==> config.mk <==
export PLATFORM = sky130hd
export DESIGN_NAME = cd_track_rip_checksum
export DESIGN_NICKNAME = d
export VERILOG_FILES = /design/src/rip_pkg.sv /design/src/cd_track_rip_checksum.sv /design/src/rip_fifo.sv /design/src/rip_front.sv /design/src/rip_back.sv
export SDC_FILE = /design/constraint.sdc
export NUM_CORES = 2
export LEC_CHECK = 0
export ABC_AREA = 1
export BUFFER_PORTS_ARGS = -buffer_cell sky130_fd_sc_hd__buf_4
export CAP_MARGIN = 5
export CORE_UTILIZATION = 24
export CTS_CLUSTER_DIAMETER = 150
export DETAILED_ROUTE_END_ITERATION = 16
export GPL_ROUTABILITY_DRIVEN = 1
export PLACE_DENSITY = 0.42
export REMOVE_ABC_BUFFERS = 1
export SYNTH_ARGS = -nofsm -noshare
export SYNTH_HDL_FRONTEND = slang
export SYNTH_HIERARCHICAL = 1
export SYNTH_SLANG_ARGS = --single-unit
==> constraint.sdc <==
create_clock -name clock -period 8.3 [get_ports clock]
set_input_delay 0.83 -clock clock [delete_from_list [all_inputs] [get_ports clock]]
set_output_delay 0.83 -clock clock [all_outputs]
set_load 0.03 [all_outputs]
==> src/rip_pkg.sv <==
// Shared types and constants for the track rip checksum block.
package rip_pkg;

   localparam int unsigned SECTOR_BYTES = 2352;
   localparam int unsigned SKIP_SECTORS = 5;
   localparam int unsigned SKIP_WORDS_INT = (SECTOR_BYTES * SKIP_SECTORS) / 4;

   localparam int unsigned CSR_INDEX_WIDTH = 2;
   localparam int unsigned CSR_DATA_WIDTH = 28;
   localparam int unsigned TRACK_WIDTH = 7;
   localparam int unsigned COUNT_WIDTH = 28;
   localparam int unsigned WORD_WIDTH = 32;
   localparam int unsigned SUM_WIDTH = 32;

   localparam logic [COUNT_WIDTH-1:0] SKIP_WORDS = COUNT_WIDTH'(SKIP_WORDS_INT);
   localparam logic [TRACK_WIDTH-1:0] FIRST_TRACK = TRACK_WIDTH'(1);

   typedef enum logic [CSR_INDEX_WIDTH-1:0] {
      CSR_TRACK_INDEX  = 2'd0,
      CSR_TRACK_TOTAL  = 2'd1,
      CSR_SAMPLE_COUNT = 2'd2
   } csr_index_type;

   typedef struct packed {
      logic in_window;
      logic track_end;
   } item_flags_type;

   typedef struct packed {
      logic result_push;
      logic result_full;
   } back_status_type;

endpackage

==> src/cd_track_rip_checksum.sv <==
// Top level of the track rip checksum block.
//
// Computes the v1 and v2 rip checksums of a track from a stream of 32-bit stereo
// sample words, one request per clock. Program track_index, track_total and
// sample_count before the first sample of a track; after the sample at position
// sample_count a single result with both checksums is queued and the block starts
// the next track at position 1. Requests are taken every cycle while req_full is
// low; a result passes to rsp_* through the four-entry queue between the
// classifier and the multiply-accumulate stage, the registered multiplier and
// the two-entry result queue, which lets samples keep flowing while a result
// waits to be popped; a track end waits in the item queue only while the
// result queue has no room for its result, and the input stalls once the item
// queue fills up behind it.
module cd_track_rip_checksum #(
   parameter int unsigned POSITION_WIDTH = 28
) (
   input  logic                                clock,
   input  logic                                reset,
   input  logic                                csr_write_en,
   input  logic [rip_pkg::CSR_INDEX_WIDTH-1:0] csr_index,
   input  logic [rip_pkg::CSR_DATA_WIDTH-1:0]  csr_wdata,
   input  logic                                req_push,
   output logic                                req_full,
   input  logic [rip_pkg::WORD_WIDTH-1:0]      req_sample_word,
   output logic                                rsp_empty,
   input  logic                                rsp_pop,
   output logic [rip_pkg::SUM_WIDTH-1:0]       rsp_checksum_v1,
   output logic [rip_pkg::SUM_WIDTH-1:0]       rsp_checksum_v2
);

   localparam int unsigned Q_DEPTH_LOG2 = 2;
   localparam int unsigned Q_WIDTH = rip_pkg::WORD_WIDTH + POSITION_WIDTH + 2;

   logic                            q_push, q_pop, q_full, q_empty;
   logic [rip_pkg::WORD_WIDTH-1:0]  f_word, b_word;
   logic [POSITION_WIDTH-1:0]       f_pos, b_pos;
   rip_pkg::item_flags_type         f_flags, b_flags;
   rip_pkg::back_status_type        back_status;

   rip_front #(
      .POSITION_WIDTH (POSITION_WIDTH)
   ) u_front (
      .clock           (clock),
      .reset           (reset),
      .csr_write_en    (csr_write_en),
      .csr_index       (csr_index),
      .csr_wdata       (csr_wdata),
      .req_push        (req_push),
      .req_sample_word (req_sample_word),
      .q_full          (q_full),
      .q_push          (q_push),
      .q_word          (f_word),
      .q_pos           (f_pos),
      .q_flags         (f_flags)
   );

   rip_fifo #(
      .WIDTH      (Q_WIDTH),
      .DEPTH_LOG2 (Q_DEPTH_LOG2)
   ) u_item_queue (
      .clock     (clock),
      .reset     (reset),
      .push      (q_push),
      .push_data ({f_word, f_pos, f_flags}),
      .pop       (q_pop),
      .pop_data  ({b_word, b_pos, b_flags}),
      .full      (q_full),
      .empty     (q_empty)
   );

   rip_back #(
      .POSITION_WIDTH (POSITION_WIDTH)
   ) u_back (
      .clock           (clock),
      .reset           (reset),
      .q_empty         (q_empty),
      .q_word          (b_word),
      .q_pos           (b_pos),
      .q_flags         (b_flags),
      .q_pop           (q_pop),
      .rsp_empty       (rsp_empty),
      .rsp_pop         (rsp_pop),
      .rsp_checksum_v1 (rsp_checksum_v1),
      .rsp_checksum_v2 (rsp_checksum_v2),
      .status          (back_status)
   );

   assign req_full = q_full;

   a_reset_idle: assert property (@(posedge clock)
      reset |=> !req_full && rsp_empty)
      else $error("block not idle after reset");

   a_pop_nonempty: assert property (@(posedge clock) disable iff (reset)
      q_pop |-> !q_empty)
      else $error("item queue popped while empty");

   a_result_room: assert property (@(posedge clock) disable iff (reset)
      back_status.result_push |-> !back_status.result_full)
      else $error("result pushed into full result queue");

   a_result_follows_end: assert property (@(posedge clock) disable iff (reset)
      back_status.result_push |-> $past(q_pop && b_flags.track_end))
      else $error("result without a track end");

endmodule

==> src/rip_fifo.sv <==
// Small register-based first-in first-out queue.
module rip_fifo #(
   parameter int unsigned WIDTH = 8,
   parameter int unsigned DEPTH_LOG2 = 1
) (
   input  logic             clock,
   input  logic             reset,
   input  logic             push,
   input  logic [WIDTH-1:0] push_data,
   input  logic             pop,
   output logic [WIDTH-1:0] pop_data,
   output logic             full,
   output logic             empty
);

   localparam int unsigned DEPTH = 1 << DEPTH_LOG2;

   logic [WIDTH-1:0]      mem_ff [DEPTH];
   logic [DEPTH_LOG2-1:0] wr_ptr_ff, wr_ptr_in;
   logic [DEPTH_LOG2-1:0] rd_ptr_ff, rd_ptr_in;
   logic [DEPTH_LOG2:0]   count_ff, count_in;
   logic                  do_push, do_pop;

   assign full     = count_ff[DEPTH_LOG2];
   assign empty    = (count_ff == '0);
   assign do_push  = push && !full;
   assign do_pop   = pop && !empty;
   assign pop_data = mem_ff[rd_ptr_ff];

   always_comb begin
      wr_ptr_in = do_push ? wr_ptr_ff + 1'b1 : wr_ptr_ff;
      rd_ptr_in = do_pop ? rd_ptr_ff + 1'b1 : rd_ptr_ff;
      count_in  = count_ff;
      if (do_push && !do_pop) begin
         count_in = count_ff + 1'b1;
      end else if (do_pop && !do_push) begin
         count_in = count_ff - 1'b1;
      end
   end

   always_ff @(posedge clock) begin
      if (reset) begin
         wr_ptr_ff <= '0;
         rd_ptr_ff <= '0;
         count_ff  <= '0;
      end else begin
         wr_ptr_ff <= wr_ptr_in;
         rd_ptr_ff <= rd_ptr_in;
         count_ff  <= count_in;
      end
   end

   always_ff @(posedge clock) begin
      if (do_push) begin
         mem_ff[wr_ptr_ff] <= push_data;
      end
   end

endmodule

==> src/rip_front.sv <==
// Front end: configuration registers, sample position counter and window classifier.
module rip_front #(
   parameter int unsigned POSITION_WIDTH = 28
) (
   input  logic                                   clock,
   input  logic                                   reset,
   input  logic                                   csr_write_en,
   input  logic [rip_pkg::CSR_INDEX_WIDTH-1:0]    csr_index,
   input  logic [rip_pkg::CSR_DATA_WIDTH-1:0]     csr_wdata,
   input  logic                                   req_push,
   input  logic [rip_pkg::WORD_WIDTH-1:0]         req_sample_word,
   input  logic                                   q_full,
   output logic                                   q_push,
   output logic [rip_pkg::WORD_WIDTH-1:0]         q_word,
   output logic [POSITION_WIDTH-1:0]              q_pos,
   output rip_pkg::item_flags_type                q_flags
);

   localparam int unsigned CMP_WIDTH =
      ((POSITION_WIDTH > rip_pkg::COUNT_WIDTH) ? POSITION_WIDTH : rip_pkg::COUNT_WIDTH) + 1;

   logic [rip_pkg::TRACK_WIDTH-1:0] track_index_ff, track_index_in;
   logic [rip_pkg::TRACK_WIDTH-1:0] track_total_ff, track_total_in;
   logic [rip_pkg::COUNT_WIDTH-1:0] sample_count_ff, sample_count_in;
   logic [POSITION_WIDTH-1:0]       position_ff, position_in;

   logic [CMP_WIDTH-1:0]            pos_ext;
   logic [rip_pkg::COUNT_WIDTH-1:0] hi_bound;
   logic                            first_track, last_track, short_track;
   logic                            below_lo, above_hi, track_end;

   always_comb begin
      track_index_in  = track_index_ff;
      track_total_in  = track_total_ff;
      sample_count_in = sample_count_ff;
      if (csr_write_en) begin
         unique case (rip_pkg::csr_index_type'(csr_index))
            rip_pkg::CSR_TRACK_INDEX: begin
               track_index_in = csr_wdata[rip_pkg::TRACK_WIDTH-1:0];
            end
            rip_pkg::CSR_TRACK_TOTAL: begin
               track_total_in = csr_wdata[rip_pkg::TRACK_WIDTH-1:0];
            end
            rip_pkg::CSR_SAMPLE_COUNT: begin
               sample_count_in = csr_wdata[rip_pkg::COUNT_WIDTH-1:0];
            end
            default: begin
            end
         endcase
      end
   end

   assign pos_ext     = CMP_WIDTH'(position_ff);
   assign first_track = (track_index_ff == rip_pkg::FIRST_TRACK);
   assign last_track  = (track_index_ff == track_total_ff);
   assign short_track = (sample_count_ff < rip_pkg::SKIP_WORDS);
   assign hi_bound    = last_track ? sample_count_ff - rip_pkg::SKIP_WORDS : sample_count_ff;
   assign below_lo    = first_track && (pos_ext < CMP_WIDTH'(rip_pkg::SKIP_WORDS));
   assign above_hi    = pos_ext > CMP_WIDTH'(hi_bound);
   assign track_end   = pos_ext >= CMP_WIDTH'(sample_count_ff);

   assign q_push            = req_push && !q_full;
   assign q_word            = req_sample_word;
   assign q_pos             = position_ff;
   assign q_flags.in_window = !(last_track && short_track) && !below_lo && !above_hi;
   assign q_flags.track_end = track_end;

   always_comb begin
      position_in = position_ff;
      if (q_push) begin
         position_in = track_end ? POSITION_WIDTH'(1) : position_ff + 1'b1;
      end
   end

   always_ff @(posedge clock) begin
      if (reset) begin
         track_index_ff  <= rip_pkg::FIRST_TRACK;
         track_total_ff  <= rip_pkg::FIRST_TRACK;
         sample_count_ff <= '0;
         position_ff     <= POSITION_WIDTH'(1);
      end else begin
         track_index_ff  <= track_index_in;
         track_total_ff  <= track_total_in;
         sample_count_ff <= sample_count_in;
         position_ff     <= position_in;
      end
   end

endmodule

==> src/rip_back.sv <==
// Back end: sample-by-position multiply, sum accumulation and result queue.
module rip_back #(
   parameter int unsigned POSITION_WIDTH = 28
) (
   input  logic                            clock,
   input  logic                            reset,
   input  logic                            q_empty,
   input  logic [rip_pkg::WORD_WIDTH-1:0]  q_word,
   input  logic [POSITION_WIDTH-1:0]       q_pos,
   input  rip_pkg::item_flags_type         q_flags,
   output logic                            q_pop,
   output logic                            rsp_empty,
   input  logic                            rsp_pop,
   output logic [rip_pkg::SUM_WIDTH-1:0]   rsp_checksum_v1,
   output logic [rip_pkg::SUM_WIDTH-1:0]   rsp_checksum_v2,
   output rip_pkg::back_status_type        status
);

   localparam int unsigned PROD_WIDTH = rip_pkg::WORD_WIDTH + POSITION_WIDTH;
   localparam int unsigned OUT_DEPTH_LOG2 = 1;
   localparam int unsigned OUT_WIDTH = 2 * rip_pkg::SUM_WIDTH;

   logic [PROD_WIDTH-1:0]         prod_ff, prod_in;
   logic                          s1_valid_ff, s1_valid_in;
   rip_pkg::item_flags_type       s1_flags_ff, s1_flags_in;
   logic [rip_pkg::SUM_WIDTH-1:0] low_sum_ff, low_sum_in;
   logic [rip_pkg::SUM_WIDTH-1:0] high_sum_ff, high_sum_in;

   logic [rip_pkg::SUM_WIDTH-1:0] prod_lo, prod_hi, low_next, high_next, v2_next;
   logic                          s1_last, out_push, out_full, out_empty;
   logic [OUT_WIDTH-1:0]          out_data;

   // Hold a track end in the queue until the result queue has a free slot for it.
   assign s1_last = s1_valid_ff && s1_flags_ff.track_end;
   assign q_pop   = !q_empty && (!q_flags.track_end || (!out_full && !(s1_last && !out_empty)));

   always_comb begin
      s1_valid_in = q_pop;
      s1_flags_in = q_flags;
      prod_in     = PROD_WIDTH'(q_word) * PROD_WIDTH'(q_pos);
   end

   assign prod_lo   = s1_flags_ff.in_window ? prod_ff[rip_pkg::SUM_WIDTH-1:0] : '0;
   assign prod_hi   = s1_flags_ff.in_window ?
                      rip_pkg::SUM_WIDTH'(prod_ff[PROD_WIDTH-1:rip_pkg::SUM_WIDTH]) : '0;
   assign low_next  = low_sum_ff + prod_lo;
   assign high_next = high_sum_ff + prod_hi;
   assign v2_next   = low_next + high_next;
   assign out_push  = s1_last;
   assign out_data  = {low_next, v2_next};

   always_comb begin
      low_sum_in  = low_sum_ff;
      high_sum_in = high_sum_ff;
      if (s1_valid_ff) begin
         if (s1_flags_ff.track_end) begin
            low_sum_in  = '0;
            high_sum_in = '0;
         end else begin
            low_sum_in  = low_next;
            high_sum_in = high_next;
         end
      end
   end

   always_ff @(posedge clock) begin
      if (reset) begin
         s1_valid_ff <= 1'b0;
         low_sum_ff  <= '0;
         high_sum_ff <= '0;
      end else begin
         s1_valid_ff <= s1_valid_in;
         low_sum_ff  <= low_sum_in;
         high_sum_ff <= high_sum_in;
      end
   end

   always_ff @(posedge clock) begin
      if (q_pop) begin
         prod_ff     <= prod_in;
         s1_flags_ff <= s1_flags_in;
      end
   end

   rip_fifo #(
      .WIDTH      (OUT_WIDTH),
      .DEPTH_LOG2 (OUT_DEPTH_LOG2)
   ) u_result_queue (
      .clock     (clock),
      .reset     (reset),
      .push      (out_push),
      .push_data (out_data),
      .pop       (rsp_pop),
      .pop_data  ({rsp_checksum_v1, rsp_checksum_v2}),
      .full      (out_full),
      .empty     (out_empty)
   );

   assign rsp_empty          = out_empty;
   assign status.result_push = out_push;
   assign status.result_full = out_full;

endmodule

== After elaboration in Yosys (flattened, before gate mapping) ==
Memory sizes are Yosys's and may differ from the RTL's. A register that Yosys moved wholly into a read port is not among the register bits.
Index checks and enable logic that the tools add are counted.
Storage, ports and cells
  register bits after elaboration: 208
  input bits: 67
  bits in writable memories: 376
  memories kept: 2
Cells by class
  magnitude comparators: 4
  reductions and logical operators: 39
  equal/unequal tests: 4
  multiply operators: 1
  mux-type cells: 18
  $add $sub $neg: 13
Memories
  u_item_queue.mem_ff: words 4, bits a word 62, rd ports 1, clocked after Yosys merged registers in 1, write ports 1, line rip_fifo.sv:18  | logic [WIDTH-1:0] mem_ff [DEPTH];
  u_back.u_result_queue.mem_ff: words 2, bits a word 64, rd ports 1, clocked after Yosys merged registers in 1, write ports 1, line rip_fifo.sv:18
Operators with widths (count)
  32-bit adder: 3
  32-bit two-way mux: 3
  28-bit two-way mux: 3
  32-bit by 28-bit multiplier with 60-bit output: 1
  28-bit by 12-bit < comparator with 1-bit output (second input constant): 2
  28-bit by 1-bit adder with 28-bit output (second input constant): 1
  28-bit >= comparator: 1
  28-bit > comparator: 1
  28-bit by 12-bit subtractor with 28-bit output (second input constant): 1
  1-bit logical AND: 17
  1-bit logical NOT: 13
  2-bit two-way mux: 4
  7-bit by 1-bit == test with 1-bit output (second input constant): 1
  7-bit == test: 1
  2-bit by 1-bit adder with 2-bit output (second input constant): 3
  1-bit two-way mux: 6
  3-bit two-way mux: 2
  2-bit AND reduction: 3
  2-bit logical NOT: 2
  2-bit nonzero test: 2
  3-bit by 1-bit adder with 3-bit output (second input constant): 1
  3-bit logical NOT: 1
  3-bit by 1-bit subtractor with 3-bit output (second input constant): 1
  1-bit adder (second input constant): 2
  other kinds (4): 4

== Longest topological paths before layout ==
  word-level depth: 11
  depth in mapped cells: 37
  depth with buffers taken out: 33

== Modules after synthesis ==
Netlist, hierarchy kept.
Modules (own cells, without submodules)
  rip_back: times used 1, cells an instance 5705, sequential area each 3163.0 µm², area each 41362.2 µm²
  rip_fifo at u_item_queue: times used 1, cells an instance 664, sequential area each 7627.3 µm², area each 10241.1 µm²
  rip_front: times used 1, cells an instance 931, sequential area each 1401.3 µm², area each 5935.7 µm²
  rip_fifo at u_back.u_result_queue: times used 1, cells an instance 234, sequential area each 3943.8 µm², area each 5154.9 µm²

== Worst setup path before layout ==
No wires, ideal clock.
  kind: reg2reg
  start point: register with a tool-made name
  end point: register u_back.prod_ff[58], data pin
  path buffers: 5
  path slack: 1.567 ns
  cell stages (with the launch flop): 32
  period minus slack after synthesis: 6.733 ns
  arrival: 6.480 ns
  cell sequence: dfxtp_1 -> buf_6 -> inv_8 -> buf_12 -> buf_12 -> nor2_2 -> o22ai_2 -> clkbuf_1 -> buf_1 -> nand2_1 -> fa_1 -> inv_1 -> fa_1 -> fa_1 -> inv_1 -> fa_1 -> inv_1 -> fa_1 -> fa_1 -> inv_1 -> fa_1 -> inv_1 -> ha_1 -> nand2_1 -> nor2_2 -> inv_2 -> nor2_4 -> inv_2 -> nor4_2 -> nand2_1 -> nand4_1 -> nand2_1
RTL lines
  end signal, assigned: line rip_back.sv:80  | prod_ff <= prod_in;
  end, declared: line rip_back.sv:23  | logic [PROD_WIDTH-1:0] prod_ff, prod_in;

==> qor.csv <==
stage;metric;value;unit
status;outcome;completed;
clock_network;cts_tree;built;
floorplanning;io_pins;133;
routing;routed_wl;193000;um
routing;via_count;47370;
sta;fin_skew;0.03882;ns
clock_network;cts-resized-gates;0;
clock_network;htree_levels;3;
critical_path;cp_slowest_cell;o22ai_2;
place;gp_congestion;0.8979;
sta;finalMaxSlewViolations;0;
sta;slew_headroom;26.17;%
sta;post-route-period-util;95.83;%
yosys;synth_cells;7532;
critical_path;ff2ff_path_depth;24;
critical_path;timing.critical_path.arrival;8.45;ns
floorplanning;die_y;513.0;um
cells_and_area;areaGrowthSynthToFinish;11.93;%
cells_and_area;n_antenna_cell;0;
grt;antenna_found_initial;9;
floorplanning;die_w;513.0;um
place;pre_cts_ws;0.4407;ns
routing;drc;0;
clock_network;path_clk_slew;0.08;ns
cells_and_area;utilization;27.01;%
sta;tightest_slew;1.107;ns
critical_path;cp_cell_sequence;buf_12 > o21ai_0 > o22ai_2 > buf_4 > nand2_1 > fa_1 > inv_1 > fa_1 > inv_1 > fa_1 > fa_1 > inv_1 > fa_1 > fa_1 > inv_1 > fa_1 > inv_1 > ha_1 > nand2_1 > o21a_1 > o21ai_0 > a21oi_1 > nand3_1 > xor2_1;
sta;setup_viol;0;
yosys;syn_area;62680;sq um
sta;fin_setup_tns;0;ns
yosys;yosysWarnings;6;
routing;drt-initial-drc-count;2734;
worst_hold_path;hold_path_class;in -> reg;
sta;rsz0062_at_grt;false;
floorplanning;initial_utilization;24.13;%
job;maxCapViolations;0;
grt;globalRouteOverflowTotal;0;
clock_network;hold_buffers;0;
sta;layout_min_cycle_time;7.954;ns
critical_path;cpMostUsedCell;fa_1;
clock_network;numCtsBuffers;71;
cells_and_area;layout_common_cells;nand2_1, inv_1, fa_1;
clock_network;clk_path_buf_depth;3;
floorplanning;fp-row-count;187;
grt;grt_pass1_vias;50360;
cells_and_area;final_nets;8750;
routing;first_pass_iters;5;
clock_network;clock_latency;0.69;ns
floorplanning;core_area;259700;sq um
critical_path;slowest_delay;0.52;ns
sta;setup_ws;0.3463;ns
critical_path;end_kind;flop;
routing;routedWlPerCell;17.56;um
routing;viasPerCell;4.309;
routing;antenna_left;0;
clock_network;cts-root-buf;clkbuf_16;
grt;track_usage;14.76;%
yosys;syn-mean-instance-area;8.322;sq um
clock_network;cts_sinks;587;
sta;fmax;125.7;MHz
worst_hold_path;hold_depth;1;
grt;grt_first_pass_wirelength;300900;um
critical_path;cp.required;8.79;ns
critical_path;critPathLaunchType;flop;
cells_and_area;final_common_cell;nand2_1;
place;place_hpwl;150100;um
cells_and_area;drive_above_1_share;9.326;%
critical_path;critical_path_class;reg -> reg;
sta;finalHoldViolCount;0;
critical_path;crit_path_max_fanout;124;
floorplanning;dieArea;263200;sq um
place;placement.io_buffers;132;
grt;grt_max_degree;125;
clock_network;post_cts_buffers;0;
-- flip-flops by register name (all words and copies together), names as in the netlist, named ones only --
register / flops
u_back/u_result_queue/count_ff: 2
u_back/s1_flags_ff: 2
u_item_queue/wr_ptr_ff: 2
u_back/u_result_queue/mem_ff: 128
u_front/q_pos: 28
u_item_queue/count_ff: 3
u_front/sample_count_ff: 28
u_front/track_index_ff: 7
u_item_queue/rd_ptr_ff: 2
u_back/low_sum_ff: 32
u_back/high_sum_ff: 32
u_item_queue/mem_ff: 248
u_front/track_total_ff: 7
u_back/u_result_queue/rd_ptr_ff: 1
u_back/prod_ff: 60
u_back/s1_valid_ff: 1
u_back/u_result_queue/wr_ptr_ff: 1
-- cell type report --
class	instances	area [sq um]
Fill cell	28040	189600
Multi-Input combinational cell	4844	38300
Sequential cell	587	16140
Inverter	1791	6730
Tap cell	3402	4257
Timing Repair Buffer	240	2390
Clock buffer	95	1918
Clock inverter	35	424.2
-- worst max-delay path, delay by kind of cell (launching register included) --
family          cells  cell delay [ns]
compound gates      5             1.58
xor+xnor            1             0.25
fa+ha+maj           8             3.82
buf+inv             7             1.06
flops               1             0.39
simple gates        3             0.50
-- per-stage QoR --
stage,hold WS (ns),cell area [sq um],std cells
after global routing,0.2960,70160,10990
after detailed placement,0.4619,67820,10860
after floorplan,0.4293,61080,7222
after global placement,0.4512,67820,10860
after CTS,0.2694,70160,10990
final,0.3376,70160,10990
-- metal layers --
layer / global-route usage (%) / routed length (um)
met5: 0 / 59
met4: 2.864 / 3351
met3: 1.704 / 7283
met2: 25.28 / 91330
met1: 19.92 / 91010
-- worst paths after layout --
kind | from | slack, ns | to
max | flop | 0.35 | u_back/prod_ff[46]$_DFFE_PP_
min | req_sample_word[3] | 0.34 | u_item_queue/mem_ff[0][33]$_DFFE_PP_
max reg2reg | flop | 0.35 | u_back/prod_ff[46]$_DFFE_PP_
min reg2reg | u_front/sample_count_ff[0]$_SDFFE_PP0P_ | 0.47 | u_front/sample_count_ff[0]$_SDFFE_PP0P_
Power is left out: the tool's default activity adds up to more than one toggle a clock period on the data nets, which glitch-free logic cannot reach.
